File: config.mk
export PLATFORM = sky130hd
export DESIGN_NAME = virtqueue_pair_alloc_submit_top
export DESIGN_NICKNAME = d
export VERILOG_FILES = /design/src/hdl/vqpa_pkg.sv /design/src/hdl/vqpa_ctrl.sv /design/src/hdl/vqpa_datapath.sv /design/src/hdl/virtqueue_pair_alloc_submit_top.sv
export SDC_FILE = /design/constraint.sdc
export NUM_CORES = 1
export LEC_CHECK = 0
export BUFFER_PORTS_ARGS = -buffer_cell sky130_fd_sc_hd__clkbuf_2
export CELL_PAD_IN_SITES_DETAIL_PLACEMENT = 0
export CELL_PAD_IN_SITES_GLOBAL_PLACEMENT = 1
export CORE_ASPECT_RATIO = 0.7
export CORE_MARGIN = 3
export CORE_UTILIZATION = 45
export DETAILED_ROUTE_END_ITERATION = 10
export GPL_TIMING_DRIVEN = 1
export PLACE_DENSITY_LB_ADDON = 0.1
export REMOVE_ABC_BUFFERS = 1
export SLEW_MARGIN = 20
export SYNTH_ARGS = -nofsm -noshare
export SYNTH_HDL_FRONTEND = slang
export SYNTH_SLANG_ARGS = --single-unit
File: constraint.sdc
create_clock -name clk -period 13.95 [get_ports clk]
set_clock_uncertainty 0.05 [all_clocks]
set_input_delay 0 -clock clk [delete_from_list [all_inputs] [get_ports clk]]
set_output_delay 0 -clock clk [all_outputs]
set_load 0.01 [all_outputs]
File: src/hdl/vqpa_pkg.sv
package vqpa_pkg;

    // Stream widths
    localparam int S_TDATA_W = 136;
    localparam int M_TDATA_W = 104;
    localparam int KIND_W    = 2;

    // Result status codes
    localparam logic [1:0] STATUS_OK         = 2'd0;
    localparam logic [1:0] STATUS_RING_FULL  = 2'd1;
    localparam logic [1:0] STATUS_NOT_IN_USE = 2'd2;

    // Result kinds
    localparam logic [1:0] KIND_DESC   = 2'd0;
    localparam logic [1:0] KIND_AVAIL  = 2'd1;
    localparam logic [1:0] KIND_STATUS = 2'd2;

    // Descriptor flags
    localparam logic [1:0] FLAGS_NONE  = 2'd0;
    localparam logic [1:0] FLAGS_NEXT  = 2'd1;
    localparam logic [1:0] FLAGS_WRITE = 2'd2;

    // Input command codes
    localparam logic CMD_SUBMIT = 1'b0;
    localparam logic CMD_FREE   = 1'b1;

    // Last value of the available index before it wraps
    localparam logic [15:0] AVAIL_MAX = 16'hFFFF;

    typedef enum logic [5:0] {
        ST_IDLE   = 6'b000001,
        ST_SCAN   = 6'b000010,
        ST_CMD    = 6'b000100,
        ST_RESP   = 6'b001000,
        ST_AVAIL  = 6'b010000,
        ST_STATUS = 6'b100000
    } state_t;

    typedef enum logic [2:0] {
        SEL_NONE,
        SEL_CMD,
        SEL_RESP,
        SEL_AVAIL,
        SEL_FREE,
        SEL_FULL
    } out_sel_t;

    typedef struct packed {
        logic     latch;
        logic     advance;
        logic     alloc;
        logic     drop;
        out_sel_t load;
    } ctrl_cmd_t;

    typedef struct packed {
        logic is_free_cmd;
        logic ring_full;
        logic cur_free;
    } dp_stat_t;

    typedef struct packed {
        logic        command;
        logic [31:0] cmd_address;
        logic [31:0] cmd_length;
        logic [31:0] resp_address;
        logic [31:0] resp_length;
        logic [5:0]  pair_head;
    } in_item_t;

    typedef struct packed {
        logic [1:0]  status;
        logic [1:0]  kind;
        logic [5:0]  slot;
        logic [31:0] address;
        logic [31:0] length;
        logic [1:0]  flags;
        logic [5:0]  next_index;
        logic [5:0]  head_index;
        logic [15:0] avail_count;
        logic        notify;
        logic        last;
    } out_item_t;

endpackage

File: src/hdl/vqpa_ctrl.sv
module vqpa_ctrl (
    input  logic                clk,
    input  logic                rst_n,
    input  logic                s_tvalid,
    output logic                s_tready,
    output logic                m_tvalid,
    input  logic                m_tready,
    input  vqpa_pkg::dp_stat_t  stat,
    output vqpa_pkg::ctrl_cmd_t cmd
);
    import vqpa_pkg::*;

    state_t state_reg;
    state_t state_next;

    // Hold the state
    always_ff @(posedge clk or negedge rst_n)
    begin
        if (!rst_n)
        begin
            state_reg <= ST_IDLE;
        end
        else
        begin
            state_reg <= state_next;
        end
    end

    // Sequence search, allocation and the emitted items
    always_comb
    begin
        state_next  = state_reg;
        s_tready    = 1'b0;
        m_tvalid    = 1'b0;
        cmd.latch   = 1'b0;
        cmd.advance = 1'b0;
        cmd.alloc   = 1'b0;
        cmd.drop    = 1'b0;
        cmd.load    = SEL_NONE;
        unique case (state_reg)
            ST_IDLE:
            begin
                s_tready = 1'b1;
                if (s_tvalid)
                begin
                    cmd.latch  = 1'b1;
                    state_next = ST_SCAN;
                end
            end
            ST_SCAN:
            begin
                priority if (stat.is_free_cmd)
                begin
                    cmd.drop   = 1'b1;
                    cmd.load   = SEL_FREE;
                    state_next = ST_STATUS;
                end
                else if (stat.ring_full)
                begin
                    cmd.load   = SEL_FULL;
                    state_next = ST_STATUS;
                end
                else if (stat.cur_free)
                begin
                    cmd.alloc  = 1'b1;
                    cmd.load   = SEL_CMD;
                    state_next = ST_CMD;
                end
                else
                begin
                    cmd.advance = 1'b1;
                end
            end
            ST_CMD:
            begin
                m_tvalid = 1'b1;
                if (m_tready)
                begin
                    cmd.load   = SEL_RESP;
                    state_next = ST_RESP;
                end
            end
            ST_RESP:
            begin
                m_tvalid = 1'b1;
                if (m_tready)
                begin
                    cmd.load   = SEL_AVAIL;
                    state_next = ST_AVAIL;
                end
            end
            ST_AVAIL, ST_STATUS:
            begin
                // Take the next item as the final result leaves
                m_tvalid = 1'b1;
                if (m_tready)
                begin
                    s_tready = 1'b1;
                    if (s_tvalid)
                    begin
                        cmd.latch  = 1'b1;
                        state_next = ST_SCAN;
                    end
                    else
                    begin
                        state_next = ST_IDLE;
                    end
                end
            end
            default:
            begin
                state_next = ST_IDLE;
            end
        endcase
    end

endmodule

File: src/hdl/vqpa_datapath.sv
module vqpa_datapath #(
    parameter int RING_DESCRIPTORS = 64
) (
    input  logic                                  clk,
    input  logic                                  rst_n,
    input  vqpa_pkg::ctrl_cmd_t                   cmd,
    output vqpa_pkg::dp_stat_t                    stat,
    input  logic [vqpa_pkg::S_TDATA_W-1:0]        s_tdata,
    input  logic                                  s_tuser,
    output logic [vqpa_pkg::M_TDATA_W-1:0]        m_tdata,
    output logic [vqpa_pkg::KIND_W-1:0]           m_tuser,
    output logic                                  m_tlast
);
    import vqpa_pkg::*;

    localparam int PAIRS = RING_DESCRIPTORS / 2;
    localparam int PW    = (PAIRS > 1) ? $clog2(PAIRS) : 1;
    localparam int CW    = $clog2(PAIRS + 1);
    localparam int RW    = $clog2(RING_DESCRIPTORS);
    localparam int HW    = (PW + 1 > 6) ? PW + 1 : 6;
    localparam int SW    = (RW > 6) ? RW : 6;
    localparam int FW    = (PW > 5) ? PW : 5;

    in_item_t        in_reg;
    logic [PAIRS-1:0] in_use_reg;
    logic [CW-1:0]   free_cnt_reg;
    logic [PW-1:0]   cur_reg;
    logic [PW-1:0]   pair_reg;
    logic [5:0]      slot_reg;
    logic [15:0]     avail_reg;
    logic [RW-1:0]   ring_pos_reg;
    out_item_t       out_reg;
    out_item_t       out_next;

    logic [FW-1:0]   free_wide;
    logic            free_in_range;
    logic [PW-1:0]   free_idx;
    logic [PW-1:0]   rd_idx;
    logic            rd_bit;
    logic            pair_ok;
    logic [PW-1:0]   cur_inc;
    logic [RW-1:0]   ring_pos_inc;
    logic [SW-1:0]   ring_pos_wide;
    logic [15:0]     avail_inc;

    // Descriptor index 2p or 2p+1, kept to six bits
    function automatic logic [5:0] desc_index(input logic [PW-1:0] p, input logic odd);
        logic [HW-1:0] w;
        w = (HW'(p) << 1) | HW'(odd);
        return w[5:0];
    endfunction

    // Pair named by a free, checked against the ring size
    assign free_wide     = FW'(in_reg.pair_head[5:1]);
    assign free_in_range = {1'b0, free_wide} < (FW + 1)'(PAIRS);
    assign free_idx      = free_wide[PW-1:0];

    // One read port on the in-use marks
    assign rd_idx  = (in_reg.command == CMD_FREE) ? free_idx : cur_reg;
    assign rd_bit  = in_use_reg[rd_idx];
    assign pair_ok = free_in_range && rd_bit;

    assign stat.is_free_cmd = (in_reg.command == CMD_FREE);
    assign stat.ring_full   = (free_cnt_reg == '0);
    assign stat.cur_free    = !rd_bit;

    // Circular increments
    assign cur_inc      = (cur_reg == PW'(PAIRS - 1)) ? '0 : cur_reg + 1'b1;
    assign ring_pos_inc = ((avail_reg == AVAIL_MAX) ||
                           (ring_pos_reg == RW'(RING_DESCRIPTORS - 1))) ?
                          '0 : ring_pos_reg + 1'b1;
    assign ring_pos_wide = SW'(ring_pos_reg);
    assign avail_inc     = avail_reg + 16'd1;

    // Latch the accepted item, the allocated pair and slot, and the next result
    always_ff @(posedge clk)
    begin
        if (cmd.latch)
        begin
            in_reg.command      <= s_tuser;
            in_reg.cmd_address  <= s_tdata[31:0];
            in_reg.cmd_length   <= s_tdata[63:32];
            in_reg.resp_address <= s_tdata[95:64];
            in_reg.resp_length  <= s_tdata[127:96];
            in_reg.pair_head    <= s_tdata[133:128];
        end
        if (cmd.alloc)
        begin
            pair_reg <= cur_reg;
            slot_reg <= ring_pos_wide[5:0];
        end
        out_reg <= out_next;
    end

    // Update allocator state
    always_ff @(posedge clk or negedge rst_n)
    begin
        if (!rst_n)
        begin
            in_use_reg   <= '0;
            free_cnt_reg <= CW'(PAIRS);
            cur_reg      <= '0;
            avail_reg    <= '0;
            ring_pos_reg <= '0;
        end
        else
        begin
            if (cmd.alloc)
            begin
                in_use_reg[cur_reg] <= 1'b1;
                free_cnt_reg        <= free_cnt_reg - 1'b1;
                cur_reg             <= cur_inc;
                avail_reg           <= avail_inc;
                ring_pos_reg        <= ring_pos_inc;
            end
            else if (cmd.advance)
            begin
                cur_reg <= cur_inc;
            end
            if (cmd.drop && pair_ok)
            begin
                in_use_reg[free_idx] <= 1'b0;
                free_cnt_reg         <= free_cnt_reg + 1'b1;
            end
        end
    end

    // Build the next result item
    always_comb
    begin
        out_next = out_reg;
        unique case (cmd.load)
            SEL_NONE:
            begin
                out_next = out_reg;
            end
            SEL_CMD:
            begin
                out_next = '{status: STATUS_OK, kind: KIND_DESC,
                             slot: desc_index(cur_reg, 1'b0),
                             address: in_reg.cmd_address, length: in_reg.cmd_length,
                             flags: FLAGS_NEXT, next_index: desc_index(cur_reg, 1'b1),
                             head_index: 6'd0, avail_count: avail_inc,
                             notify: 1'b0, last: 1'b0};
            end
            SEL_RESP:
            begin
                out_next = '{status: STATUS_OK, kind: KIND_DESC,
                             slot: desc_index(pair_reg, 1'b1),
                             address: in_reg.resp_address, length: in_reg.resp_length,
                             flags: FLAGS_WRITE, next_index: 6'd0,
                             head_index: 6'd0, avail_count: avail_reg,
                             notify: 1'b0, last: 1'b0};
            end
            SEL_AVAIL:
            begin
                out_next = '{status: STATUS_OK, kind: KIND_AVAIL, slot: slot_reg,
                             address: 32'd0, length: 32'd0,
                             flags: FLAGS_NONE, next_index: 6'd0,
                             head_index: desc_index(pair_reg, 1'b0),
                             avail_count: avail_reg, notify: 1'b1, last: 1'b1};
            end
            SEL_FREE:
            begin
                out_next = '{status: pair_ok ? STATUS_OK : STATUS_NOT_IN_USE,
                             kind: KIND_STATUS, slot: 6'd0,
                             address: 32'd0, length: 32'd0,
                             flags: FLAGS_NONE, next_index: 6'd0, head_index: 6'd0,
                             avail_count: avail_reg, notify: 1'b0, last: 1'b1};
            end
            SEL_FULL:
            begin
                out_next = '{status: STATUS_RING_FULL, kind: KIND_STATUS, slot: 6'd0,
                             address: 32'd0, length: 32'd0,
                             flags: FLAGS_NONE, next_index: 6'd0, head_index: 6'd0,
                             avail_count: avail_reg, notify: 1'b0, last: 1'b1};
            end
            default:
            begin
                out_next = out_reg;
            end
        endcase
    end

    // Pack the result onto the master side
    assign m_tdata = {1'b0, out_reg.notify, out_reg.avail_count, out_reg.head_index,
                      out_reg.next_index, out_reg.flags, out_reg.length,
                      out_reg.address, out_reg.slot, out_reg.status};
    assign m_tuser = out_reg.kind;
    assign m_tlast = out_reg.last;

endmodule

File: src/hdl/virtqueue_pair_alloc_submit_top.sv
// Pair allocator and submitter for the control ring of a split virtqueue.
// Descriptors 2p and 2p+1 form pair p; a submit item takes the next free pair
// searching circularly from just after the last allocation and yields three
// result items (command descriptor linked to its partner, device-writable
// response descriptor, available-ring entry with notify), while a free item
// or a submit on a full ring yields a single status item. The search tests
// one in-use mark per cycle and skips at most pairs - 1 in-use pairs before
// it finds a free one. One item is worked on at a time, and the next one is
// accepted on the edge at which the final result item is taken.
module virtqueue_pair_alloc_submit_top #(
    parameter int RING_DESCRIPTORS = 64
) (
    input  logic                               clk,
    input  logic                               rst_n,
    // cmd_address[31:0], cmd_length[63:32], resp_address[95:64],
    // resp_length[127:96], pair_head[133:128], zero fill[135:134]
    input  logic [vqpa_pkg::S_TDATA_W-1:0]     s_tdata,
    // command
    input  logic                               s_tuser,
    input  logic                               s_tvalid,
    output logic                               s_tready,
    // status[1:0], slot[7:2], address[39:8], length[71:40], flags[73:72],
    // next_index[79:74], head_index[85:80], avail_count[101:86],
    // notify[102], zero fill[103]
    output logic [vqpa_pkg::M_TDATA_W-1:0]     m_tdata,
    // kind
    output logic [vqpa_pkg::KIND_W-1:0]        m_tuser,
    output logic                               m_tlast,
    output logic                               m_tvalid,
    input  logic                               m_tready
);
    import vqpa_pkg::*;

    ctrl_cmd_t ctrl_cmd;
    dp_stat_t  dp_stat;

    vqpa_ctrl u_ctrl (
        .clk      (clk),
        .rst_n    (rst_n),
        .s_tvalid (s_tvalid),
        .s_tready (s_tready),
        .m_tvalid (m_tvalid),
        .m_tready (m_tready),
        .stat     (dp_stat),
        .cmd      (ctrl_cmd)
    );

    vqpa_datapath #(
        .RING_DESCRIPTORS (RING_DESCRIPTORS)
    ) u_datapath (
        .clk     (clk),
        .rst_n   (rst_n),
        .cmd     (ctrl_cmd),
        .stat    (dp_stat),
        .s_tdata (s_tdata),
        .s_tuser (s_tuser),
        .m_tdata (m_tdata),
        .m_tuser (m_tuser),
        .m_tlast (m_tlast)
    );

    // An item is taken alongside a result only when that result is the final one
    a_accept_on_last: assert property (@(posedge clk) disable iff (!rst_n)
        (s_tready && m_tvalid) |-> m_tlast)
        else $error("input taken while a non-final result is pending");

    // The descriptors of a submit are followed by a further result
    a_no_gap: assert property (@(posedge clk) disable iff (!rst_n)
        (m_tvalid && m_tready && !m_tlast) |=> m_tvalid)
        else $error("result sequence broken after a descriptor");

    // The available-ring entry closes a submit
    a_avail_last: assert property (@(posedge clk) disable iff (!rst_n)
        (m_tvalid && (m_tuser == KIND_AVAIL)) |-> (m_tlast && m_tdata[102]))
        else $error("available entry without last or notify");

    // A descriptor write is never the final result
    a_desc_not_last: assert property (@(posedge clk) disable iff (!rst_n)
        (m_tvalid && (m_tuser == KIND_DESC)) |-> !m_tlast)
        else $error("descriptor write marked last");

endmodule
==> results of run 1 <==
==> synth_stat cells, types with 3 or more instances <==
cell type and instances:
nand2_1 174, ha_1 11, buf_1 6, or3_1 4
and3_1 10, nor2_1 52, nand3b_1 4, clkbuf_1 38
a41oi_1 32, nand4_1 5, a221oi_1 4, buf_2 9
xor2_1 4, o22ai_1 13, inv_1 8, a21oi_1 43
a22oi_1 4, xnor2_1 31, edfxtp_1 248, a221o_1 5
nor4_1 3, o21ai_0 77, o21ai_1 3, dfrtp_1 69
nand2b_1 5, a31oi_1 3, a21o_1 6, nor2b_1 4
mux2i_1 9, buf_4 10, buf_6 3, nor3_1 16
and2_1 14, mux2_2 4, nor3b_1 6, o211ai_1 7
or2_2 5, nand3_1 25
==> worst max-delay path, delay by kind of cell (launching register included) <==
kind | cells | cell delay [ns]
multiplexers | 2 | 1.05
buffers and inverters | 1 | 0.73
AND/OR/NAND/NOR | 3 | 0.50
AO/OA/AOI/OAI | 8 | 1.40
adder cells (fa/ha/maj) | 1 | 0.25
flip-flops | 1 | 0.69
==> layout make-up <==
class                      instances  area [µm²]  share of cell area, %
multi-input combinational        622        3710                   21.7
tap                              371         464                   2.71
clock buffer                      41         823                   4.81
antenna                            3        7.51                 0.0439
timing repair buffer             393        2690                   15.7
sequential                       319        9230                   53.9
clock inverter                    15         153                  0.892
inverter                          10        37.5                  0.219
==> cells by family (layout without fill, tap and decap cells) <==
logic type,Yosys count,in the layout,synth area share [%]
DFF,319,319,69.7
AOI/OAI and AO/OA,214,214,10.3
muxes,16,16,1.45
buffers and inverters,76,459,2.69
xor gates and xnor gates,35,35,2.31
other,1,5,0.0283
adders and majority gates,12,12,1.19
and+or+nand+nor,343,343,12.4
==> repair_timing <==
action	4_1_cts	5_1_grt
hold buffers	137	0
endpoints found under the hold margin	209	0
setup endpoints to repair	0	0
==> routing by layer <==
| metal | up-vias | track usage, % | share of wire, % |
|---|---|---|---|
| li1 | 4477 | - | - |
| met1 | 4439 | 29.0 | 44 |
| met2 | 302 | 33.3 | 46 |
| met3 | 52 | 4.55 | 6.7 |
| met4 | 0 | 5.85 | 2.5 |
| met5 | - | 0 | 0 |
==> worst min-delay path by stage <==
stage	to	cells past startpoint	slack (ns)	start
2_1_floorplan	u_ctrl.state_reg[1]$_DFFE_PN0P_	0	-0.35	rst_n
3_3_place_gp	u_datapath.free_idx[2]$_DFFE_PP_	1	0.13	s_tdata[131]
3_5_place_dp	u_datapath.in_reg[101]$_DFFE_PP_	1	0.13	s_tdata[63]
4_1_cts	u_datapath.in_reg[72]$_DFFE_PP_	2	0.08	s_tdata[34]
5_1_grt	u_datapath.in_reg[38]$_DFFE_PP_	2	0.09	s_tdata[64]
6_report	u_datapath.stat[2]$_DFFE_PP_	2	0.11	s_tuser
==> per-stage QoR <==
stage	instances	util [%]	power (mW)	cell area, µm²
global route	1774	60.2	3.10	17100
floorplan	951	-	1.87	12900
finish	1774	60.2	2.93	17100
global placement	1578	51.9	2.09	14700
CTS	1771	60.2	2.96	17100
detailed placement	1578	51.9	2.11	14700
==> where the power goes <==
part / switching [mW] / leakage (nW) / internal [mW] / total [mW]
registers: 0.105 / 3.24 / 1.29 / 1.40
logic: 0.474 / 3.01 / 0.244 / 0.717
clock network: 0.344 / 0.480 / 0.469 / 0.813
total: 0.923 / 6.72 / 2.01 / 2.93
==> results.json, run 1 <==
{
  "fin_ws_ns": 9.18,
  "clock-root-buffer": "clkbuf_16",
  "routed_wl_mm": 33.0,
  "r2r-start": "u_datapath.cur_reg[0]$_DFFE_PN0P_",
  "io_buffers": 244,
  "mostFrequentLayoutCells": "248 x edfxtp_1, 243 x clkbuf_2, 174 x nand2_1, 137 x dlygate4sd3_1, 77 x o21ai_0",
  "htreeDepth": 1,
  "fp.dieW_um": 211,
  "critPathCaptureType": "flip-flop",
  "ys_types": 69,
  "relSlewSlack_pct": 35.2,
  "synthFlopType": "edfxtp_1",
  "status": "finished clean",
  "yosysSeqAreaShare_pct": 69.7,
  "start_util_pct": 46.6,
  "slew_viol_final": 0,
  "netlist_top_cells_area": "edfxtp_1 56%, dfrtp_1 13%, nand2_1 4.9%",
  "grt_start_max_net_pins": 119,
  "synth_top_area_cell": "edfxtp_1",
  "holdWs_ns": 0.107,
  "grt_pass1_vias": 9288,
  "cts_buffers": 31,
  "synth-seq-cells": 319,
  "grt_pass1_wl_mm": 51.6,
  "die_area_um2": 31600,
  "place.gp.congestion": 0.836,
  "grt_overflow": 0,
  "syn-mean-instance-area_um2": 13.0,
  "grt_usage_pct": 20.8,
  "synth-edff-count": 248,
  "critPathKind": "flip-flop to flip-flop",
  "r2r-end": "u_datapath.free_cnt_reg[5]$_DFFE_PN1P_",
  "rsz0062_at_grt": "false",
  "core_area_um2": 28400,
  "grt_antenna_before_repair": 3,
  "post_cts_buffers": 0,
  "tightest_slew_ns": 0.972,
  "crit_required_ns": 14.39,
  "synth_top_cell_area_share_pct": 56.2,
  "ant_nets": 0,
  "final_common_cell": "edfxtp_1",
  "setup_viol": 0,
  "worstSetupStartpoint": "u_datapath.cur_reg[0]$_DFFE_PN0P_",
  "wl_per_cell_um": 18.6,
  "fillers": 2260,
  "max_freq_mhz": 210,
  "drc_errors": 0,
  "via_count": 9270,
  "period_needed_ns": 4.77,
  "hpwl_mm": 20.4,
  "drt_iter0_drc": 667,
  "crit_end": "u_datapath.free_cnt_reg[5]$_DFFE_PN1P_",
  "first_pass_iters": 5,
  "largest_reg_flops": 128,
  "yosys_warnings": 0,
  "cts_sinks": 319,
  "ios": 250,
  "slowest_delay_ns": 0.73,
  "arrival_ns": 5.21,
  "cp_max_fo": 74,
  "reg2reg_depth": 15,
  "cp_slowest_cell": "buf_4",
  "finalCritPeriodShare_pct": 34.2,
  "post-place-ws_ns": 9.24,
  "cts_resized": 0,
  "leakage_nw": 6.72,
  "path_cells": "mux2i_4 > mux4_2 > o21ai_1 > a31oi_1 > a22oi_2 > buf_4 > or2_2 > ha_1 > a21o_1 > a21oi_1 > o21bai_1 > a21oi_1 > nand2_1 > a21o_1 > nand4_1",
  "power_density_nw_per_um2": 171,
  "r2r_slack_ns": 9.18,
  "max_cap_violations": 0,
  "vias_per_cell": 5.23,
  "cts_tree": "done",
  "peakVddDrop_v": 0.000127,
  "tns_ns": 0,
  "fp-row-count": 51,
  "cts_buffer_depth": 3,
  "clk_latency_ns": 0.56,
  "area_growth_pct": 29.2,
  "die_y_um": 150,
  "nets": 1530,
  "clk_pin_slew_ns": 0.07,
  "async_reset_ff_share_pct": 22.3,
  "finalHoldViolCount": 0,
  "synth_area_um2": 13200,
  "drive_gt1_share_pct": 23.5,
  "hold_class": "primary input to flip-flop",
  "syn_inst": 1016,
  "worstSetupStartpointType": "flip-flop"
}
(Power assumes the default switching activity.)
==> run 2: changes to the inputs <==
CORE_UTILIZATION = 40   (was 45)
clock period = 4.17 ns   (was 13.95 ns; I/O delays follow)
==> run 2 against run 1 <==
  * Power grew to 3.5 times the previous value
  * Routed wire length rose by 4.2%
  * Hold slack lost 0.11 ns
  * Final area is 1.7% higher
  * Die area up 12%
  * Core utilization is 6.7 points lower
  * Combinational power grew to 3.5 times the previous value
  * Flip-flop and latch count stayed put
  * Setup slack worse by 8.8 ns
  * Global-route usage decreased by 1.8 points
  * Critical path depth is the same
  * Non-clock buffer count is 10 higher
  * Critical path type unchanged
  * Critical endpoint unchanged
  * Largest power group unchanged
  * Highest routed layer unchanged
==> results.json, run 2 (synthesized netlist as in run 1, its figures left out) <==
{
  "status": "finished clean",
  "wl_per_cell_um": 18.6,
  "start_util_pct": 40.8,
  "drt_iter0_drc": 769,
  "power_mw": 10.2,
  "cp_max_fo": 27,
  "max_cap_violations": 0,
  "io_buffers": 244,
  "critPathKind": "flip-flop to flip-flop",
  "first_pass_iters": 5,
  "cts_buffers": 34,
  "cts_hold_buf": 137,
  "hpwl_mm": 22.3,
  "arrival_ns": 4.23,
  "drc_errors": 0,
  "r2r-start": "u_datapath.stat[2]$_DFFE_PP_",
  "slowest_delay_ns": 0.52,
  "fp-row-count": 55,
  "cts_buffer_depth": 3,
  "p_comb_share_pct": 24.7,
  "clk_latency_ns": 0.52,
  "clk_pin_slew_ns": 0.07,
  "cts_resized": 0,
  "tightest_slew_ns": 0.824,
  "post_cts_buffers": 0,
  "grt_pass1_vias": 9035,
  "grt_start_max_net_pins": 67,
  "finalHoldViolCount": 0,
  "drive_gt1_share_pct": 24.0,
  "grt_antenna_before_repair": 1,
  "die_y_um": 158,
  "fp.dieW_um": 223,
  "r2r-end": "u_datapath.free_cnt_reg[5]$_DFFE_PN1P_",
  "switchingPower_mw": 3.20,
  "mostFrequentLayoutCells": "248 x edfxtp_1, 243 x clkbuf_2, 174 x nand2_1, 137 x dlygate4sd3_1, 77 x o21ai_0",
  "grt_usage_pct": 19.0,
  "vias_per_cell": 5.08,
  "htreeDepth": 2,
  "rsz0062_at_grt": "false",
  "finalCritPeriodShare_pct": 91.7,
  "seqPwrFrac_pct": 45.6,
  "clock-root-buffer": "clkbuf_16",
  "largest_reg_flops": 128,
  "peakVddDrop_v": 0.000390,
  "cts_tree": "done",
  "path_cells": "buf_4 > nand2_1 > o22ai_1 > a22oi_1 > a311oi_1 > a22oi_2 > or2_2 > ha_1 > a21o_1 > a21oi_1 > o21bai_1 > a21oi_1 > nand2_1 > a21o_1 > nand4_1",
  "slew_viol_final": 0,
  "critPathCaptureType": "flip-flop",
  "final_common_cell": "edfxtp_1",
  "fin_area_um2": 17400,
  "leakage_nw": 6.83,
  "p_int_mw": 6.99,
  "routed_wl_mm": 34.4,
  "setup_viol": 0,
  "place.gp.congestion": 0.886,
  "core_area_um2": 32500,
  "crit_buf_inv": 1,
  "period_needed_ns": 3.82,
  "cts_sinks": 319,
  "grt_overflow": 0,
  "nets": 1543,
  "ant_nets": 0,
  "hold_class": "primary input to async pin",
  "die_area_um2": 35400,
  "power_density_nw_per_um2": 586,
  "post_dp_cell_area_um2": 14900,
  "pwr-share-clk_pct": 29.7,
  "cpLargestDelayFamily": "compound AO/OA/AOI/OAI gates",
  "grt_pass1_wl_mm": 52.9,
  "max_freq_mhz": 262,
  "tns_ns": 0,
  "worstSetupStartpointType": "flip-flop",
  "cp_slowest_cell": "edfxtp_1",
  "crit_required_ns": 4.57,
  "relSlewSlack_pct": 44.7,
  "p_sw_share_pct": 31.4,
  "area_growth_pct": 31.4,
  "via_count": 9355,
  "r2r_slack_ns": 0.35,
  "ios": 250,
  "reg2reg_depth": 15
}
==> run 2: cell types whose count changed in the layout (fill, tap and decap cells not counted), moves of 2 or more <==
cell	previous run	this run
buf_4	11	19
clkinv_2	6	2
clkbuf_1	9	5
buf_12	0	3
clkinv_1	4	11
clkbuf_16	31	35
clkinv_4	2	0
==> run 2: routing by layer <==
layer,track usage (%),vias to the layer above,part of all wire [%]
met3,3.48,44,5.2
li1,-,4508,-
met4,4.41,0,1.4
met1,28.8,4577,49
met2,28.6,226,44
met5,0,-,0
==> run 2: through the flow <==
step | instances | utilization, % | hold slack, ns | setup WS, ns
CTS | 1841 | 53.6 | 0.00309 | 0.362
global route | 1842 | 53.6 | 0.0810 | 0.0550
floorplan | 951 | - | -0.346 | -8.12
global placement | 1644 | 46.0 | 0.0211 | 0.405
finish | 1843 | 53.6 | 0.000395 | 0.347
detailed placement | 1644 | 46.0 | 0.0255 | 0.370
==> run 2: worst max path at each step <==
stage                                      start                                endpoint  slack (ns)  cells after the start
detailed placement  u_datapath.stat[2]$_DFFE_PP_  u_datapath.free_cnt_reg[4]$_DFFE_PN0P_        0.37                     15
global route        u_datapath.stat[2]$_DFFE_PP_  u_datapath.free_cnt_reg[5]$_DFFE_PN1P_        0.06                     15
finish              u_datapath.stat[2]$_DFFE_PP_  u_datapath.free_cnt_reg[5]$_DFFE_PN1P_        0.35                     15
CTS                 u_datapath.stat[2]$_DFFE_PP_  u_datapath.free_cnt_reg[5]$_DFFE_PN1P_        0.36                     15
floorplan           u_datapath.stat[2]$_DFFE_PP_         u_datapath.m_tdata[0]$_DFFE_PP_       -8.12                      7
global placement    u_datapath.stat[2]$_DFFE_PP_  u_datapath.free_cnt_reg[4]$_DFFE_PN0P_        0.40                     15
==> run 2: power groups by stage <==
stage / combinational [mW] / sequential [mW] / clock [mW]
2_1_floorplan: 1.35 / 4.90 / 0
3_3_place_gp: 2.42 / 4.69 / 0
3_5_place_dp: 2.43 / 4.71 / 0
4_1_cts: 2.55 / 4.65 / 3.12
5_1_grt: 2.79 / 4.72 / 3.25
6_report: 2.52 / 4.65 / 3.03
==> run 2: cell type report <==
class                           instances  area, µm²
Sequential cell                       319       9230
Multi-Input combinational cell        622       3700
Fill cell                            2816      15100
Clock inverter                         20        208
Timing Repair Buffer                  403       2800
Antenna cell                            2       5.00
Tap cell                              427        534
Inverter                               10       37.5
Clock buffer                           40        895
==> run 3: changes to the inputs <==
ABC_AREA = 1   (was default)
==> run 3 against run 2 <==
  * Via count decreased by 3.6%
  * Setup slack improved by 0.34 ns
  * Combinational power increased by 40%
  * Hold slack improved by 0.0063 ns
  * Sequential power increased by 19%
  * Count of clock-buffer cells in the layout increased by 5
  * Synthesized area decreased by 3.4%
  * Final area decreased by 1.9%
  * Global-route usage increased by 0.37 points
  * Non-clock buffer count decreased by 1
  * Register-to-register slack improved by 0.34 ns
  * Largest power group unchanged
==> results.json, run 3 <==
{
  "largest_reg_flops": 128,
  "cts_resized": 0,
  "routed_wl_mm": 32.5,
  "critPathKind": "flip-flop to flip-flop",
  "yosys.area_share.simple_pct": 12.3,
  "via_count": 9018,
  "clock-root-buffer": "clkbuf_16",
  "clk_pin_slew_ns": 0.06,
  "grt_usage_pct": 19.4,
  "grt_antenna_before_repair": 0,
  "mostFrequentLayoutCells": "248 x edfxtp_1, 243 x clkbuf_2, 148 x nand2_1, 137 x dlygate4sd3_1, 92 x nand3_1",
  "setup_viol": 0,
  "vias_per_cell": 4.87,
  "grt_start_max_net_pins": 95,
  "drt_iter0_drc": 575,
  "final_common_cell": "edfxtp_1",
  "arrival_ns": 3.89,
  "path_cells": "inv_2 > nand2_4 > nand2_4 > nand2_1 > nand3_1 > nand3_1 > nand3_1 > nand3_2 > nand2_4 > nand2_1 > buf_4 > ha_1 > nand2_1 > nand2_1 > a21oi_1 > inv_1 > nand3_1 > nand2_1 > nand2_1 > nand2_1 > inv_1",
  "synth-edff-count": 248,
  "async_reset_ff_share_pct": 22.3,
  "finalHoldViolCount": 0,
  "fp-row-count": 54,
  "place.gp.congestion": 0.853,
  "slowest_delay_ns": 0.71,
  "drc_errors": 0,
  "synthTopCellsByCount": "248 x edfxtp_1, 148 x nand2_1, 93 x nand3_1",
  "ys_types": 36,
  "fin_area_um2": 17100,
  "io_buffers": 244,
  "die_y_um": 156,
  "relSlewSlack_pct": 36.2,
  "power_density_nw_per_um2": 708,
  "cts_tree": "done",
  "netlist_top_cells_area": "edfxtp_1 58%, dfrtp_1 14%, a22o_1 4.4%",
  "grt_pass1_wl_mm": 51.3,
  "post-place-ws_ns": 0.679,
  "period_needed_ns": 3.48,
  "synth_top_cell_area_share_pct": 58.2,
  "post_dp_cell_area_um2": 14600,
  "slew_viol_final": 0,
  "wl_per_cell_um": 17.6,
  "status": "finished clean",
  "ant_nets": 0,
  "worstSetupStartpointType": "flip-flop",
  "clk_latency_ns": 0.52,
  "nets": 1557,
  "hold_class": "primary input to async pin",
  "hpwl_mm": 21.1,
  "synth_fa_ha_area_share_pct": 1.23,
  "htreeDepth": 2,
  "synth-seq-cells": 319,
  "grt_pass1_vias": 9017,
  "post_cts_buffers": 0,
  "cp_slowest_cell": "edfxtp_1",
  "crit_required_ns": 4.58,
  "critPathCaptureType": "flip-flop",
  "cp_max_fo": 28,
  "synthXorXnorAreaFrac_pct": 1.51,
  "synth_top_area_cell": "edfxtp_1",
  "cts_buffers": 35,
  "syn_inst": 1003,
  "fin_ws_ns": 0.691,
  "ios": 250,
  "finalCritPeriodShare_pct": 83.4,
  "max_cap_violations": 0,
  "synth_area_um2": 12800,
  "start_util_pct": 40.8,
  "yosysSeqAreaShare_pct": 72.1,
  "rsz0062_at_grt": "false",
  "synth_top_family_by_area": "simple AND/OR/NAND/NOR gates",
  "cts_sinks": 319,
  "synth-compound-area-share_pct": 8.40,
  "cts_buffer_depth": 3,
  "antennaDiodeCount": 0,
  "fp.dieW_um": 220,
  "first_pass_iters": 5,
  "tightest_slew_ns": 0.954,
  "drive_gt1_share_pct": 23.5,
  "max_freq_mhz": 287,
  "peakVddDrop_v": 0.000487,
  "area_growth_pct": 33.6,
  "grt_overflow": 0,
  "core_area_um2": 31400,
  "synthMuxAreaShare_pct": 0,
  "syn-mean-instance-area_um2": 12.8,
  "die_area_um2": 34200,
  "cp_common_cell": "nand2_1",
  "synthFlopType": "edfxtp_1",
  "leakage_nw": 7.02,
  "synth.most_common_cell": "edfxtp_1",
  "yosys_warnings": 0
}
-- run 3: cell types whose count changed after synthesis, moves of 12 or more --
cell	change
and2_1	-14
a22o_1	+62
xor2_1	+16
o21ai_0	-35
a41oi_1	-31
clkbuf_1	-18
nand2_1	-26
xnor2_1	-29
inv_1	+82
o22ai_1	-12
nor2_1	+21
nand3_1	+68
-- run 3: worst max-delay path, delay by kind of cell, from the launching register on --
kind                     cells  cell delay [ns]
AND/OR/NAND/NOR             15             1.47
adder cells (fa/ha/maj)      1             0.33
buffers and inverters        4             0.67
flip-flops                   1             0.71
AO/OA/AOI/OAI                1             0.17
-- run 3: area by class of cell --
class,instances,area (µm²)
sequential,319,9230
clock inverter,19,183
multi-input combinational,553,3040
clock buffer,45,945
tap,420,526
inverter,93,349
timing repair buffer,402,2810
fill,2660,14300
-- run 3: metrics by stage --
step	utilization (%)	instances	hold slack [ns]	TNS [ns]	power (mW)
2_1_floorplan	-	965	-0.346	-714.76	6.48
3_3_place_gp	46.5	1650	0.0267	0	9.02
3_5_place_dp	46.5	1650	0.0189	0	9.06
4_1_cts	54.5	1851	0.00292	0	12.3
5_1_grt	54.5	1851	0.0575	0	12.8
6_report	54.5	1851	0.00665	0	12.1
-- run 3: what timing repair did --
action,CTS,global route
hold buffers,137,0
endpoints found under the setup margin,0,0
endpoints found under the hold margin,162,0
-- run 3: cell families (layout without fill, tap and decap cells) --
group,count (synthesis),after routing
simple gates,359,359
flops,319,319
compound gates,158,158
buf+inv,132,559
xor+xnor,22,22
fa+ha+maj,12,12
other cells,1,2
-- run 3: power by group --
part	internal [mW]	total, mW	switching [mW]
clock	1.80	3.04	1.24
sequential	5.10	5.52	0.424
combinational	1.23	3.54	2.31
total	8.12	12.1	3.98
-- run 3: path summary, 6_finish.rpt --
check / startpoint / end / slack [ns] / cells after the start
setup / recovery: u_datapath.stat[2]$_DFFE_PP_ / u_datapath.free_cnt_reg[5]$_DFFE_PN1P_ / 0.69 / 21
hold / removal: rst_n / u_datapath.avail_reg[4]$_DFFE_PN0P_ / 0.007 / 2
setup reg to reg: u_datapath.stat[2]$_DFFE_PP_ / u_datapath.free_cnt_reg[5]$_DFFE_PN1P_ / 0.69 / 21
hold reg to reg: u_datapath.in_use_reg[4]$_DFF_PN0_ / u_datapath.in_use_reg[4]$_DFF_PN0_ / 0.47 / 2
max in group asynchronous: rst_n / u_datapath.in_use_reg[5]$_DFF_PN0_ / 2.96 / 3
min in group clk: s_tdata[53] / u_datapath.in_reg[91]$_DFFE_PP_ / 0.14 / 2
-- run 3: metal layers --
layer	vias to the layer above	part of all wire, %	global-route usage [%]
met5	-	0	0
met1	4305	45	27.0
met3	65	7.1	4.79
li1	4366	-	-
met2	282	45	30.0
met4	0	3.2	6.71
